$ cat config.mk
export PLATFORM = sky130hd
export DESIGN_NAME = countdown_speed_escalator_unit
export DESIGN_NICKNAME = d
export VERILOG_FILES = /design/src/cse_pkg.sv /design/src/cse_cfg.sv /design/src/cse_core.sv /design/src/countdown_speed_escalator_unit.sv
export SDC_FILE = /design/constraint.sdc
export NUM_CORES = 1
export LEC_CHECK = 0
export BUFFER_PORTS_ARGS = -buffer_cell sky130_fd_sc_hd__buf_2
export CAP_MARGIN = 15
export CELL_PAD_IN_SITES_DETAIL_PLACEMENT = 1
export CELL_PAD_IN_SITES_GLOBAL_PLACEMENT = 1
export CORE_UTILIZATION = 41
export CTS_CLUSTER_DIAMETER = 40
export DETAILED_ROUTE_END_ITERATION = 10
export GPL_TIMING_DRIVEN = 0
export PLACE_DENSITY_LB_ADDON = 0.1
export SYNTH_ARGS = -nofsm -noshare
export SYNTH_HDL_FRONTEND = slang
export SYNTH_SLANG_ARGS = --single-unit
$ cat constraint.sdc
create_clock -name clk -period 2.35 [get_ports clk]
set_input_delay 0.1175 -clock clk [delete_from_list [all_inputs] [get_ports clk]]
set_output_delay 0.1175 -clock clk [all_outputs]
set_load 0.02 [all_outputs]
$ cat src/cse_pkg.sv
package cse_pkg;

  // operation codes of an input beat
  typedef enum logic [1:0] {
    OP_SECOND = 2'd0,
    OP_FAST   = 2'd1,
    OP_START  = 2'd2
  } cse_op_t;

  // fast timer action codes
  typedef enum logic [1:0] {
    ACT_LEAVE   = 2'd0,
    ACT_DISABLE = 2'd1,
    ACT_START   = 2'd2,
    ACT_ADVANCE = 2'd3
  } cse_act_t;

  // configuration register indexes
  typedef enum logic [2:0] {
    REG_X_BAND_LOW        = 3'd0,
    REG_X_BAND_HIGH       = 3'd1,
    REG_Y_BAND_LOW        = 3'd2,
    REG_Y_BAND_HIGH       = 3'd3,
    REG_MID_EXCEED_LIMIT  = 3'd4,
    REG_HIGH_EXCEED_LIMIT = 3'd5,
    REG_RECOVERY_LIMIT    = 3'd6
  } cse_reg_t;

  localparam int unsigned CFG_INDEX_W = 3;
  localparam int unsigned CFG_DATA_W  = 16;

  localparam logic [1:0] SPEED_SLOW = 2'd1;
  localparam logic [1:0] SPEED_MID  = 2'd2;
  localparam logic [1:0] SPEED_HIGH = 2'd3;

  localparam logic [15:0] FAST_PERIOD_MID  = 16'd16384;
  localparam logic [15:0] FAST_PERIOD_HIGH = 16'd8192;

  typedef struct packed {
    logic [7:0]  x_band_low;
    logic [7:0]  x_band_high;
    logic [7:0]  y_band_low;
    logic [7:0]  y_band_high;
    logic [15:0] mid_exceed_limit;
    logic [15:0] high_exceed_limit;
    logic [15:0] recovery_limit;
  } cse_cfg_t;

  typedef struct packed {
    logic        count_step;
    logic        drop_to_zero;
    logic [1:0]  speed_level;
    logic [1:0]  fast_action;
    logic [15:0] fast_period;
  } cse_res_t;

endpackage

$ cat src/cse_cfg.sv
module cse_cfg
  import cse_pkg::*;
(
  input  logic                   clk,
  input  logic                   rst,
  input  logic                   wr_en,
  input  logic [CFG_INDEX_W-1:0] wr_index,
  input  logic [CFG_DATA_W-1:0]  wr_data,
  output cse_cfg_t               cfg
);

  always_ff @(posedge clk) begin
    if (rst) begin
      cfg.x_band_low        <= 8'd0;
      cfg.x_band_high       <= 8'd255;
      cfg.y_band_low        <= 8'd0;
      cfg.y_band_high       <= 8'd255;
      cfg.mid_exceed_limit  <= 16'd5;
      cfg.high_exceed_limit <= 16'd5;
      cfg.recovery_limit    <= 16'd5;
    end else if (wr_en) begin
      case (wr_index)
        REG_X_BAND_LOW:        cfg.x_band_low        <= wr_data[7:0];
        REG_X_BAND_HIGH:       cfg.x_band_high       <= wr_data[7:0];
        REG_Y_BAND_LOW:        cfg.y_band_low        <= wr_data[7:0];
        REG_Y_BAND_HIGH:       cfg.y_band_high       <= wr_data[7:0];
        REG_MID_EXCEED_LIMIT:  cfg.mid_exceed_limit  <= wr_data;
        REG_HIGH_EXCEED_LIMIT: cfg.high_exceed_limit <= wr_data;
        REG_RECOVERY_LIMIT:    cfg.recovery_limit    <= wr_data;
        default: ;
      endcase
    end
  end

endmodule

$ cat src/cse_core.sv
module cse_core
  import cse_pkg::*;
(
  input  logic       clk,
  input  logic       rst,
  input  logic       take,
  input  logic [1:0] op,
  input  logic [7:0] ax,
  input  logic [7:0] ay,
  input  cse_cfg_t   cfg,
  output cse_res_t   res
);

  logic [1:0]  speed, speed_next;
  logic [15:0] mid_exceed_count, mid_exceed_count_next;
  logic [15:0] high_exceed_count, high_exceed_count_next;
  logic [15:0] recovery_count, recovery_count_next;
  logic        x_quiet, y_quiet;
  logic        step, drop;
  logic [1:0]  act;
  logic [15:0] period;

  assign x_quiet = (ax < cfg.x_band_low) || (ax > cfg.x_band_high);
  assign y_quiet = (ay < cfg.y_band_low) || (ay > cfg.y_band_high);

  always_comb begin
    speed_next             = speed;
    mid_exceed_count_next  = mid_exceed_count;
    high_exceed_count_next = high_exceed_count;
    recovery_count_next    = recovery_count;
    step   = 1'b0;
    drop   = 1'b0;
    act    = ACT_LEAVE;
    period = 16'd0;
    case (op)
      OP_SECOND: begin
        if (x_quiet && y_quiet) begin
          if (speed == SPEED_SLOW) begin
            act  = ACT_DISABLE;
            step = 1'b1;
          end else if (speed == SPEED_MID || speed == SPEED_HIGH) begin
            if (speed == SPEED_MID) mid_exceed_count_next = cfg.mid_exceed_limit;
            else                    high_exceed_count_next = cfg.high_exceed_limit;
            // recovery run-down
            if (recovery_count != 16'd0) begin
              recovery_count_next = recovery_count - 16'd1;
            end else begin
              speed_next          = SPEED_SLOW;
              recovery_count_next = cfg.recovery_limit;
              step                = 1'b1;
            end
          end
        end else begin
          recovery_count_next = cfg.recovery_limit;
          // checks fall through, each sees the speed set above it
          if (speed_next == SPEED_SLOW) begin
            speed_next = SPEED_MID;
            act        = ACT_START;
            period     = FAST_PERIOD_MID;
            step       = 1'b1;
          end
          if (speed_next == SPEED_MID) begin
            if (mid_exceed_count != 16'd0) begin
              mid_exceed_count_next = mid_exceed_count - 16'd1;
            end else begin
              mid_exceed_count_next = cfg.mid_exceed_limit;
              speed_next            = SPEED_HIGH;
            end
          end
          if (speed_next == SPEED_HIGH) begin
            if (high_exceed_count != 16'd0) begin
              high_exceed_count_next = high_exceed_count - 16'd1;
            end else begin
              drop = 1'b1;
            end
          end
        end
      end
      OP_FAST: begin
        if (speed == SPEED_MID) begin
          act    = ACT_ADVANCE;
          period = FAST_PERIOD_MID;
          step   = 1'b1;
        end else if (speed == SPEED_HIGH) begin
          act    = ACT_ADVANCE;
          period = FAST_PERIOD_HIGH;
          step   = 1'b1;
        end
      end
      OP_START: begin
        mid_exceed_count_next  = cfg.mid_exceed_limit;
        high_exceed_count_next = cfg.high_exceed_limit;
        recovery_count_next    = cfg.recovery_limit;
        speed_next             = SPEED_SLOW;
        act                    = ACT_DISABLE;
      end
      default: ;
    endcase
  end

  assign res.count_step   = step;
  assign res.drop_to_zero = drop;
  assign res.speed_level  = speed_next;
  assign res.fast_action  = act;
  assign res.fast_period  = period;

  always_ff @(posedge clk) begin
    if (rst) begin
      speed             <= SPEED_SLOW;
      mid_exceed_count  <= 16'd0;
      high_exceed_count <= 16'd0;
      recovery_count    <= 16'd0;
    end else if (take) begin
      speed             <= speed_next;
      mid_exceed_count  <= mid_exceed_count_next;
      high_exceed_count <= high_exceed_count_next;
      recovery_count    <= recovery_count_next;
    end
  end

endmodule

$ cat src/countdown_speed_escalator_unit.sv
// Activity-driven countdown rate controller. Each input beat is a second tick
// carrying an x/y accelerometer sample, a fast tick, or a start. A second
// tick is quiet when both axes fall outside their inclusive bands; quiet
// seconds run the recovery counter down toward speed 1, active seconds climb
// speed 1 to 2 to 3 and, once speed 3 is used up, raise drop_to_zero. Fast
// ticks at speeds 2 and 3 add a count step and give the next fast period.
// Every input beat yields exactly one result beat. The block is a two-stage
// pipeline: an input register, then one pass of short update logic that
// writes both the controller state and the result register at the same
// edge. One beat per cycle is sustained while out_ready stays high; the
// limit is the state update loop. Configuration writes are always accepted
// (cfg_ready is tied high) and should only be issued while no beat is in
// flight.
module countdown_speed_escalator_unit
  import cse_pkg::*;
(
  input  logic                   clk,
  input  logic                   rst,
  // input channel
  input  logic                   in_valid,
  output logic                   in_ready,
  input  logic [1:0]             operation,
  input  logic [7:0]             accel_x,
  input  logic [7:0]             accel_y,
  // result channel
  output logic                   out_valid,
  input  logic                   out_ready,
  output logic                   count_step,
  output logic                   drop_to_zero,
  output logic [1:0]             speed_level,
  output logic [1:0]             fast_action,
  output logic [15:0]            fast_period,
  // configuration write channel
  input  logic                   cfg_valid,
  output logic                   cfg_ready,
  input  logic [CFG_INDEX_W-1:0] cfg_index,
  input  logic [CFG_DATA_W-1:0]  cfg_data
);

  cse_cfg_t   cfg;
  cse_res_t   res;
  cse_res_t   out_res;

  // input stage
  logic       s1_valid;
  logic [1:0] s1_op;
  logic [7:0] s1_ax;
  logic [7:0] s1_ay;

  logic       s2_take;
  logic       in_take;

  assign cfg_ready = 1'b1;

  // stage one hands its beat on when the result register is empty or draining
  assign s2_take  = s1_valid && (!out_valid || out_ready);
  assign in_ready = !s1_valid || s2_take;
  assign in_take  = in_valid && in_ready;

  cse_cfg u_cfg (
    .clk      (clk),
    .rst      (rst),
    .wr_en    (cfg_valid && cfg_ready),
    .wr_index (cfg_index),
    .wr_data  (cfg_data),
    .cfg      (cfg)
  );

  always_ff @(posedge clk) begin
    if (rst) begin
      s1_valid <= 1'b0;
    end else if (in_ready) begin
      s1_valid <= in_valid;
    end
  end

  // payload needs no reset
  always_ff @(posedge clk) begin
    if (in_take) begin
      s1_op <= operation;
      s1_ax <= accel_x;
      s1_ay <= accel_y;
    end
  end

  // state update and result computation for the beat in stage one
  cse_core u_core (
    .clk  (clk),
    .rst  (rst),
    .take (s2_take),
    .op   (s1_op),
    .ax   (s1_ax),
    .ay   (s1_ay),
    .cfg  (cfg),
    .res  (res)
  );

  // result register
  always_ff @(posedge clk) begin
    if (rst) begin
      out_valid <= 1'b0;
    end else if (s2_take) begin
      out_valid <= 1'b1;
    end else if (out_ready) begin
      out_valid <= 1'b0;
    end
  end

  always_ff @(posedge clk) begin
    if (s2_take) begin
      out_res <= res;
    end
  end

  assign count_step   = out_res.count_step;
  assign drop_to_zero = out_res.drop_to_zero;
  assign speed_level  = out_res.speed_level;
  assign fast_action  = out_res.fast_action;
  assign fast_period  = out_res.fast_period;

`ifndef SYNTHESIS
  // speed never leaves the 1..3 range
  assert property (@(posedge clk) disable iff (rst)
    out_valid |-> speed_level != 2'd0)
    else $error("speed level out of range");

  // drop to zero only ever happens at the top speed
  assert property (@(posedge clk) disable iff (rst)
    out_valid && drop_to_zero |-> speed_level == SPEED_HIGH)
    else $error("drop to zero below top speed");

  // starting the fast timer moves off speed 1 with the mid period
  assert property (@(posedge clk) disable iff (rst)
    out_valid && fast_action == ACT_START |->
      fast_period == FAST_PERIOD_MID && speed_level != SPEED_SLOW)
    else $error("fast timer start inconsistent");

  // an empty result register never blocks the input
  assert property (@(posedge clk) disable iff (rst)
    !out_valid |-> in_ready)
    else $error("input stalled with empty result register");
`endif

endmodule
==> results of run 1 <==
[placed cells by master, fill, tap and decap left out, types with 6 or more instances in the layout]
master and count:
nand2_1 187, dfxtp_1 127, a21oi_1 97, buf_2 51, nor2_1 50, inv_1 44, buf_4 41, a21oi_2 32
ha_1 32, clkbuf_1 30, nand2b_1 27, edfxtp_1 26, dlygate4sd3_1 26, buf_6 25, clkbuf_16 22, o21ai_1 20
nor3_1 19, nand3b_1 18, conb_1 15, nand3_1 14, o21ai_0 11, a21o_1 11, a211oi_2 10, o32ai_1 10
nor2b_1 9, a211o_1 9, o21ai_2 9, nor3_2 7, nor4_4 7, nand4_1 7, nor2_2 6, and2_1 6
buf_8 6, o32ai_2 6, ha_4 6
[layout make-up]
type / count / area share, %
plain buffers: 64 / 4.98
clock buffers: 19 / 3.89
clock inverters: 13 / 1.75
inverters: 46 / 1.55
multi-input cells: 731 / 45.0
flip-flops and latches: 158 / 30.9
well taps: 265 / 2.98
repair buffers: 126 / 8.92
[where the power goes]
group	leakage, nW	internal, mW	switching (mW)
combinational	2.69	0.963	1.29
sequential	1.33	2.86	0.112
clock	0.299	1.87	1.17
[stage by stage]
stage          hold slack [ns]  TNS, ns  setup slack (ns)  util, %
4_1_cts                0.00392   -15.42            -0.444     55.3
6_report                0.0111   -20.69            -0.507     57.3
5_1_grt                 0.0132   -26.57            -0.611     57.3
2_1_floorplan            0.216    -1.30            -0.110        -
3_3_place_gp             0.294   -32.41            -0.956     45.9
3_5_place_dp             0.296   -35.29             -1.01     45.9
[how the worst min path moves through the flow]
stage / startpoint / end / slack, ns / depth (start not counted)
after global routing: cfg_data[9] / u_cfg.cfg[41]$_SDFFE_PP0P_ / 0.01 / 3
after floorplan: accel_x[0] / s1_ax[0]$_DFFE_PP_ / 0.22 / 0
after detailed placement: accel_x[7] / s1_ax[7]$_DFFE_PP_ / 0.30 / 1
final: cfg_data[14] / u_cfg.cfg[46]$_SDFFE_PP0P_ / 0.01 / 3
after global placement: accel_x[7] / s1_ax[7]$_DFFE_PP_ / 0.29 / 1
after CTS: cfg_data[14] / u_cfg.cfg[46]$_SDFFE_PP0P_ / 0.004 / 3
[timing repair]
| action | CTS | global route |
|---|---|---|
| pin swaps | 42 | 33 |
| endpoints found under the hold margin | 37 | 0 |
| setup buffers | 32 | 10 |
| cloned | 8 | 1 |
| endpoints found under the setup margin | 55 | 57 |
| gates resized for setup | 143 | 75 |
| hold buffers | 26 | 0 |
[tightest hold or removal path, stage by stage]
cell and delay [ns]:
buf_2 0.15, nand2_1 0.07, a21oi_1 0.05
[kinds of logic (layout without fill, tap and decap cells)]
kind of cell | after synthesis | after routing
DFF | 158 | 158
buffers and inverters | 111 | 268
and+or+nand+nor | 409 | 409
adders and majority gates | 39 | 39
AOI/OAI and AO/OA | 258 | 259
other | 2 | 15
muxes | 9 | 9
[sequential cells by signal, summed over array words and instances (netlist names)]
name / flops
count_step: 1
out_valid: 1
u_core.recovery_count: 16
fast_action: 2
drop_to_zero: 1
speed_level: 2
u_cfg.cfg: 80
u_core.mid_exceed_count: 16
s1_valid: 1
s1_op: 2
u_core.high_exceed_count: 16
fast_period: 2
s1_ay: 8
s1_ax: 8
u_core.speed: 2
[routing by layer]
metal / routed length (µm) / GRT usage (%)
met3: 1380 / 4.04
met1: 13200 / 38.2
met2: 15200 / 50.4
met5: 0 / 0
met4: 721 / 10.4
==> results.yml, run 1 <==
worst_setup_path:
  number_of_stages_on_the_worst_setup_path: 9
  timing.critical_path.from: "s1_ax[7]$_DFFE_PP_"
  worst-endpoint-required_ns: 2.64
  r2r_end: "u_core.mid_exceed_count[0]$_SDFFE_PP0P_"
  cp_max_stage_cell: "a221o_2"
  cell_type_group_with_the_largest_total_delay_on_the_critical_path: "compound AO/OA/AOI/OAI gates"
  path_max_fanout: 6
  path_class: "flop to flop"
  path_cells: "ha_4 -> nand4_1 -> or2_4 -> a211oi_4 -> nor3_2 -> a221o_2 -> clkbuf_8 -> a211oi_2 -> a211oi_1"
  cp.buffers_inverters: 1
  regToRegStartpoint: "s1_ax[7]$_DFFE_PP_"
  critPathCaptureType: "flop"
  r2r_cells: 9
  worst-r2r-setup-slack_ns: -0.51
  worstPathArrival_ns: 3.15
  delay_of_the_slowest_cell_on_the_worst_path_ns: 0.52
  worst_setup_path_start_kind: "flop"
  worstSetupEndpoint: "u_core.mid_exceed_count[0]$_SDFFE_PP0P_"
power_and_ir_drop:
  power.static_leakage_nw: 4.31
  worst_ir_drop_on_vdd_mv: 0.594
  cellPowerDensity_mw_per_mm2: 742
  totalPowerFinal_mw: 8.26
synth:
  synth_top_family_by_area: "simple AND/OR/NAND/NOR gates"
  postSynthAreaPerCell_um2: 8.21
  synthDominantAreaCellType: "dfxtp_1"
  yosys_most_used_dff: "dfxtp_1"
  synth-adder-area-share_pct: 6.03
  synth.most_common_cell: "nand2_1"
  flip_flop_and_latch_count_after_synthesis: 158
  synth.yosys.warnings: 0
  post_synth_xor_area_fraction_pct: 0
  synth_edf_count: 26
  synth.mux.area_fraction_pct: 1.14
  synthesis.instances: 986
  async_flop_share_pct: 0
  synth.distinct_cells: 71
  post-synth-top-area-fraction_pct: 32.6
  synth_sequential_area_ratio_pct: 42.3
  synth_simple_gate_area_share_pct: 25.1
  synth_area_leaders: "dfxtp_1, edfxtp_1, nand2_1"
  synth_area_mm2: 0.00810
  commonest_cells_post_synth: "nand2_1, dfxtp_1, a21oi_1"
  synth_compound_gate_area_share_pct: 19.4
finish:
  net_total_in_the_final_layout: 1225
  post_route_cells_drive_above_1_share_pct: 26.8
  number_of_standard_cells_in_the_final_layout_excluding_fillers: 1422
  multiInputGateArea_mm2: 0.00501
  finish.instance_area_mm2: 0.0111
  num_antenna_cells: 0
  layout.area.seq_mm2: 0.00343
  synthToLayoutAreaGrowth_pct: 37.4
  fillerInstances: 2313
route:
  detail-route-antenna-nets: 0
  drt_pass1_iterations: 5
  drt_iter0_markers: 565
  drt-vias-per-instance: 5.66
  route.detailed.drc: 0
  drt_wl_total_mm: 30.5
  routed_wire_length_per_instance_um: 21.4
  num_vias: 8049
grt:
  grt_antenna_before_repair: 0
  grt_start_max_net_pins: 19
  via_count_of_the_first_global_routing_pass: 8155
  global_route_wire_length_before_repair_mm: 45.4
  grt_overflow: 0
  grt_util_all_layers_pct: 29.6
floorplanning:
  design.die.area_mm2: 0.0203
  core-area_mm2: 0.0194
  chipWidth_um: 143
  die_height_um: 143
  placementRows: 51
  start_util_pct: 41.7
  top_ports: 67
clock_tree:
  cts-htree-levels: 4
  worstSkewPairLatency_ns: 0.44
  cts_tree: "yes"
  numClockSinks: 158
  cts_inserted_buffers: 17
  worst_setup_hold_path_clk_slew_ns: 0.06
  max-clock-path-buffers: 2
  cts.root.buffer_cell: "clkbuf_16"
min_path:
  holdCritPathClass: "primary input to flop"
run_status:
  violations: "negative setup slack"
  run_status: "finished, violations left"
sta:
  final.period_utilization_pct: 122
  hold_violations: 0
  timing.slew.headroom_pct: 37.6
  setup-violations-final: 56
  rsz0062_at_grt: "true"
  max_freq_ghz: 0.350
  tightest_slew_ns: 0.936
  timing.final.max_slew_violations: 0
  post-route-min-period_ns: 2.86
  clock-skew-final_ns: 0.0154
  final.setup.worst_slack_ns: -0.507
job:
  max_cap_viol_count: 0
place:
  dp_cells: 1314
  routabilityCongestion: 0.839
  dpl-instance-area_mm2: 0.00890
  estimated_wirelength_of_the_detail_placed_design_mm: 18.2
  io_buffer_count: 50
Power figures use the tool's default switching activity.
==> inputs of run 2 (changes only) <==
--- a/config.mk
+++ b/config.mk
@@ -5,15 +5,17 @@
 export SDC_FILE = /design/constraint.sdc
 export NUM_CORES = 1
 export LEC_CHECK = 0
+export ABC_AREA = 1
 export BUFFER_PORTS_ARGS = -buffer_cell sky130_fd_sc_hd__buf_2
 export CAP_MARGIN = 15
 export CELL_PAD_IN_SITES_DETAIL_PLACEMENT = 1
 export CELL_PAD_IN_SITES_GLOBAL_PLACEMENT = 1
-export CORE_UTILIZATION = 41
+export CORE_UTILIZATION = 40
 export CTS_CLUSTER_DIAMETER = 40
 export DETAILED_ROUTE_END_ITERATION = 10
 export GPL_TIMING_DRIVEN = 0
 export PLACE_DENSITY_LB_ADDON = 0.1
+export SLEW_MARGIN = 20
 export SYNTH_ARGS = -nofsm -noshare
 export SYNTH_HDL_FRONTEND = slang
 export SYNTH_SLANG_ARGS = --single-unit
==> run 2 against run 1 <==
Net effect:
- final area shrank 3.8%
- sequential share of layout area up 1.1 points
- count of clock-buffer cells in the layout up 2
- clock skew shrank 0.0060 ns
- fmax grew 19%
- sequential power barely moved
- register-to-register slack improved by 0.46 ns
- critical endpoint is now u_core.high_exceed_count[7]$_SDFFE_PP0P_
- routed wire length decreased by 11%
- global-route usage shrank 4.8 points
- first-iteration DRC count down 49%
- combinational power is 15% lower
- the run still ends with negative setup slack left
- highest routed layer unchanged
- power fell by 5.9%
==> results.yml, run 2 <==
synth:
  synth_area_leaders: "dfxtp_1, nand2_1, nor2_1"
  synth.most_common_cell: "nand2_1"
  synth_sequential_area_ratio_pct: 39.9
  commonest_cells_post_synth: "nand2_1, nor2_1, dfxtp_1"
  synth.yosys.warnings: 0
  yosys_most_used_dff: "dfxtp_1"
  async_flop_share_pct: 0
  synthesis.instances: 1208
  synth_edf_count: 26
  postSynthAreaPerCell_um2: 7.11
  synth_area_mm2: 0.00859
  flip_flop_and_latch_count_after_synthesis: 158
  post-synth-top-area-fraction_pct: 30.8
  synthDominantAreaCellType: "dfxtp_1"
  synth.distinct_cells: 37
grt:
  grt_antenna_before_repair: 0
  grt_overflow: 0
  global_route_wire_length_before_repair_mm: 42.3
  via_count_of_the_first_global_routing_pass: 8356
  grt_start_max_net_pins: 19
  grt_util_all_layers_pct: 24.8
clock_tree:
  worstSkewPairLatency_ns: 0.43
  worst_setup_hold_path_clk_slew_ns: 0.06
  cts.root.buffer_cell: "clkbuf_16"
  cts_inserted_buffers: 17
  max-clock-path-buffers: 2
  cts-htree-levels: 4
  numClockSinks: 158
  cts_tree: "yes"
finish:
  final_cell_mix: "nand2_1, nor2_1, dfxtp_1, inv_1, o21ai_0"
  max_flop_register: "u_cfg.cfg"
  finish.instance_area_mm2: 0.0107
  post_route_cells_drive_above_1_share_pct: 15.7
  core_occupancy_in_the_finished_layout_pct: 50.9
  net_total_in_the_final_layout: 1420
  leading_cell_type_in_the_layout_fill_and_taps_excluded: "nand2_1"
  number_of_flip_flops_in_the_largest_register: 80
  num_antenna_cells: 0
  synthToLayoutAreaGrowth_pct: 24.7
  fillerInstances: 2662
  number_of_standard_cells_in_the_final_layout_excluding_fillers: 1627
power_and_ir_drop:
  cellPowerDensity_mw_per_mm2: 726
  worst_ir_drop_on_vdd_mv: 0.603
  power.static_leakage_nw: 4.95
route:
  routed_wire_length_per_instance_um: 16.7
  detail-route-antenna-nets: 0
  drt_wl_total_mm: 27.2
  drt_pass1_iterations: 4
  num_vias: 8259
  route.detailed.drc: 0
  drt_iter0_markers: 286
  drt-vias-per-instance: 5.08
worst_setup_path:
  worstPathArrival_ns: 2.72
  path_common_cell: "nand2_1"
  regToRegStartpoint: "s1_ay[2]$_DFFE_PP_"
  worst-r2r-setup-slack_ns: -0.05
  worst-endpoint-required_ns: 2.67
  r2r_cells: 17
  worst_setup_path_start_kind: "flop"
  r2r_end: "u_core.high_exceed_count[7]$_SDFFE_PP0P_"
  path_max_fanout: 7
  cp_max_stage_cell: "edfxtp_1"
  critPathCaptureType: "flop"
  path_cells: "buf_4 -> ha_1 -> nand2_1 -> inv_1 -> nand2_1 -> nand2_1 -> nand2_1 -> nand2_1 -> nand2_8 -> nand3_1 -> nand2_4 -> inv_2 -> nor2_4 -> buf_6 -> nand3_1 -> nand2_1 -> nor2_1"
  path_class: "flop to flop"
  delay_of_the_slowest_cell_on_the_worst_path_ns: 0.40
place:
  io_buffer_count: 50
  dpl-instance-area_mm2: 0.00923
  routabilityCongestion: 0.862
  dp_cells: 1546
  estimated_wirelength_of_the_detail_placed_design_mm: 19.3
sta:
  hold_violations: 0
  post-route-min-period_ns: 2.40
  rsz0062_at_grt: "true"
  max_freq_ghz: 0.417
  tightest_slew_ns: 0.788
  setup-violations-final: 27
  timing.final.max_slew_violations: 0
  fin_worst_hold_slack_ns: 0.00281
  timing.slew.headroom_pct: 47.4
  final.period_utilization_pct: 102
  final.setup.worst_slack_ns: -0.0509
  clock-skew-final_ns: 0.00943
floorplanning:
  die_height_um: 149
  placementRows: 53
  chipWidth_um: 149
  start_util_pct: 40.8
  top_ports: 67
  design.die.area_mm2: 0.0221
  core-area_mm2: 0.0210
run_status:
  violations: "negative setup slack"
  run_status: "finished, violations left"
min_path:
  min_delay_path_depth: 3
  holdCritPathClass: "primary input to flop"
  worst_hold_path.endpoint: "u_cfg.cfg[15]$_SDFFE_PP0P_"
  min-delay-start: "cfg_data[15]"
job:
  max_cap_viol_count: 0
-- run 2: cell count changes in the layout (fill, tap and decap cells not counted), moves of 13 or more --
cell	delta
nor2_2	+16
inv_1	+74
xor2_1	+21
nand3b_1	-16
a21oi_2	-28
nand2_1	+59
o211ai_1	+14
a21oi_1	-47
o21ai_0	+88
nor2_1	+154
nand3_1	+52
nand4_1	+13
nand2b_1	-27
-- run 2: power breakdown --
part	total (mW)	internal, mW	switching (mW)
clock network	2.86	1.72	1.14
registers	3.00	2.89	0.110
logic	1.92	0.735	1.18
total	7.77	5.34	2.43
-- run 2: cell type report --
cell class                      instances  area (µm²)  area share, %
Tap cell                              275         344           3.21
Multi-Input combinational cell        879        4700           43.9
Sequential cell                       158        3420           32.0
Inverter                              127         479           4.48
Clock inverter                         11         141           1.32
Clock buffer                           21         460           4.30
Buffer                                 57         398           3.72
Timing Repair Buffer                   99         757           7.07
-- run 2: worst max-delay path by stage --
stage | startpoint | to | slack [ns] | cells past startpoint
global route | s1_ay[3]$_DFFE_PP_ | u_core.high_exceed_count[9]$_SDFFE_PP0P_ | -0.21 | 17
detailed placement | s1_ax[7]$_DFFE_PP_ | u_core.recovery_count[13]$_SDFFE_PP0P_ | -0.18 | 13
global placement | s1_ax[7]$_DFFE_PP_ | u_core.recovery_count[13]$_SDFFE_PP0P_ | -0.13 | 13
finish | s1_ay[2]$_DFFE_PP_ | u_core.high_exceed_count[7]$_SDFFE_PP0P_ | -0.05 | 17
CTS | s1_ax[7]$_DFFE_PP_ | u_core.high_exceed_count[11]$_SDFFE_PP0P_ | -0.02 | 12
floorplan | s1_ay[7]$_DFFE_PP_ | speed_level[1]$_DFFE_PP_ | 0.33 | 12
-- run 2: timing repair --
item | in CTS | in global routing
buffers inserted | 8 | 13
gates resized for setup | 15 | 80
endpoints found under the hold margin | 24 | 0
hold buffers | 23 | 0
setup endpoints to repair | 49 | 55
pin swaps | 5 | 39
gates cloned | 1 | 5
-- run 2: critical path, delay by kind of cell, from the launching register on --
kind / cells / cell delay, ns
simple gates: 12 / 1.22
flops: 1 / 0.40
buf+inv: 4 / 0.39
fa+ha+maj: 1 / 0.26
-- run 2: per-layer routing --
| layer | share of wire (%) | GRT usage [%] |
|---|---|---|
| met1 | 45 | 30.8 |
| met2 | 50 | 44.4 |
| met3 | 2.7 | 2.98 |
| met4 | 2.0 | 7.84 |
| met5 | 0 | 0 |
-- run 2: kinds of logic after synthesis --
kind of cell	after synthesis	synth area share, %
fa+ha+maj	39	5.68
simple gates	610	30.6
xor+xnor	30	3.06
compound gates	184	11.3
flops	158	39.9
other cells	2	0.0875
buf+inv	185	9.40
-- run 2: per-stage QoR --
stage	worst slack, ns	power [mW]	TNS, ns
floorplan	0.329	4.22	0
global placement	-0.132	4.64	-2.32
detailed placement	-0.185	4.68	-4.36
CTS	-0.0190	7.62	-0.0618
global route	-0.209	8.16	-7.09
finish	-0.0509	7.77	-0.819
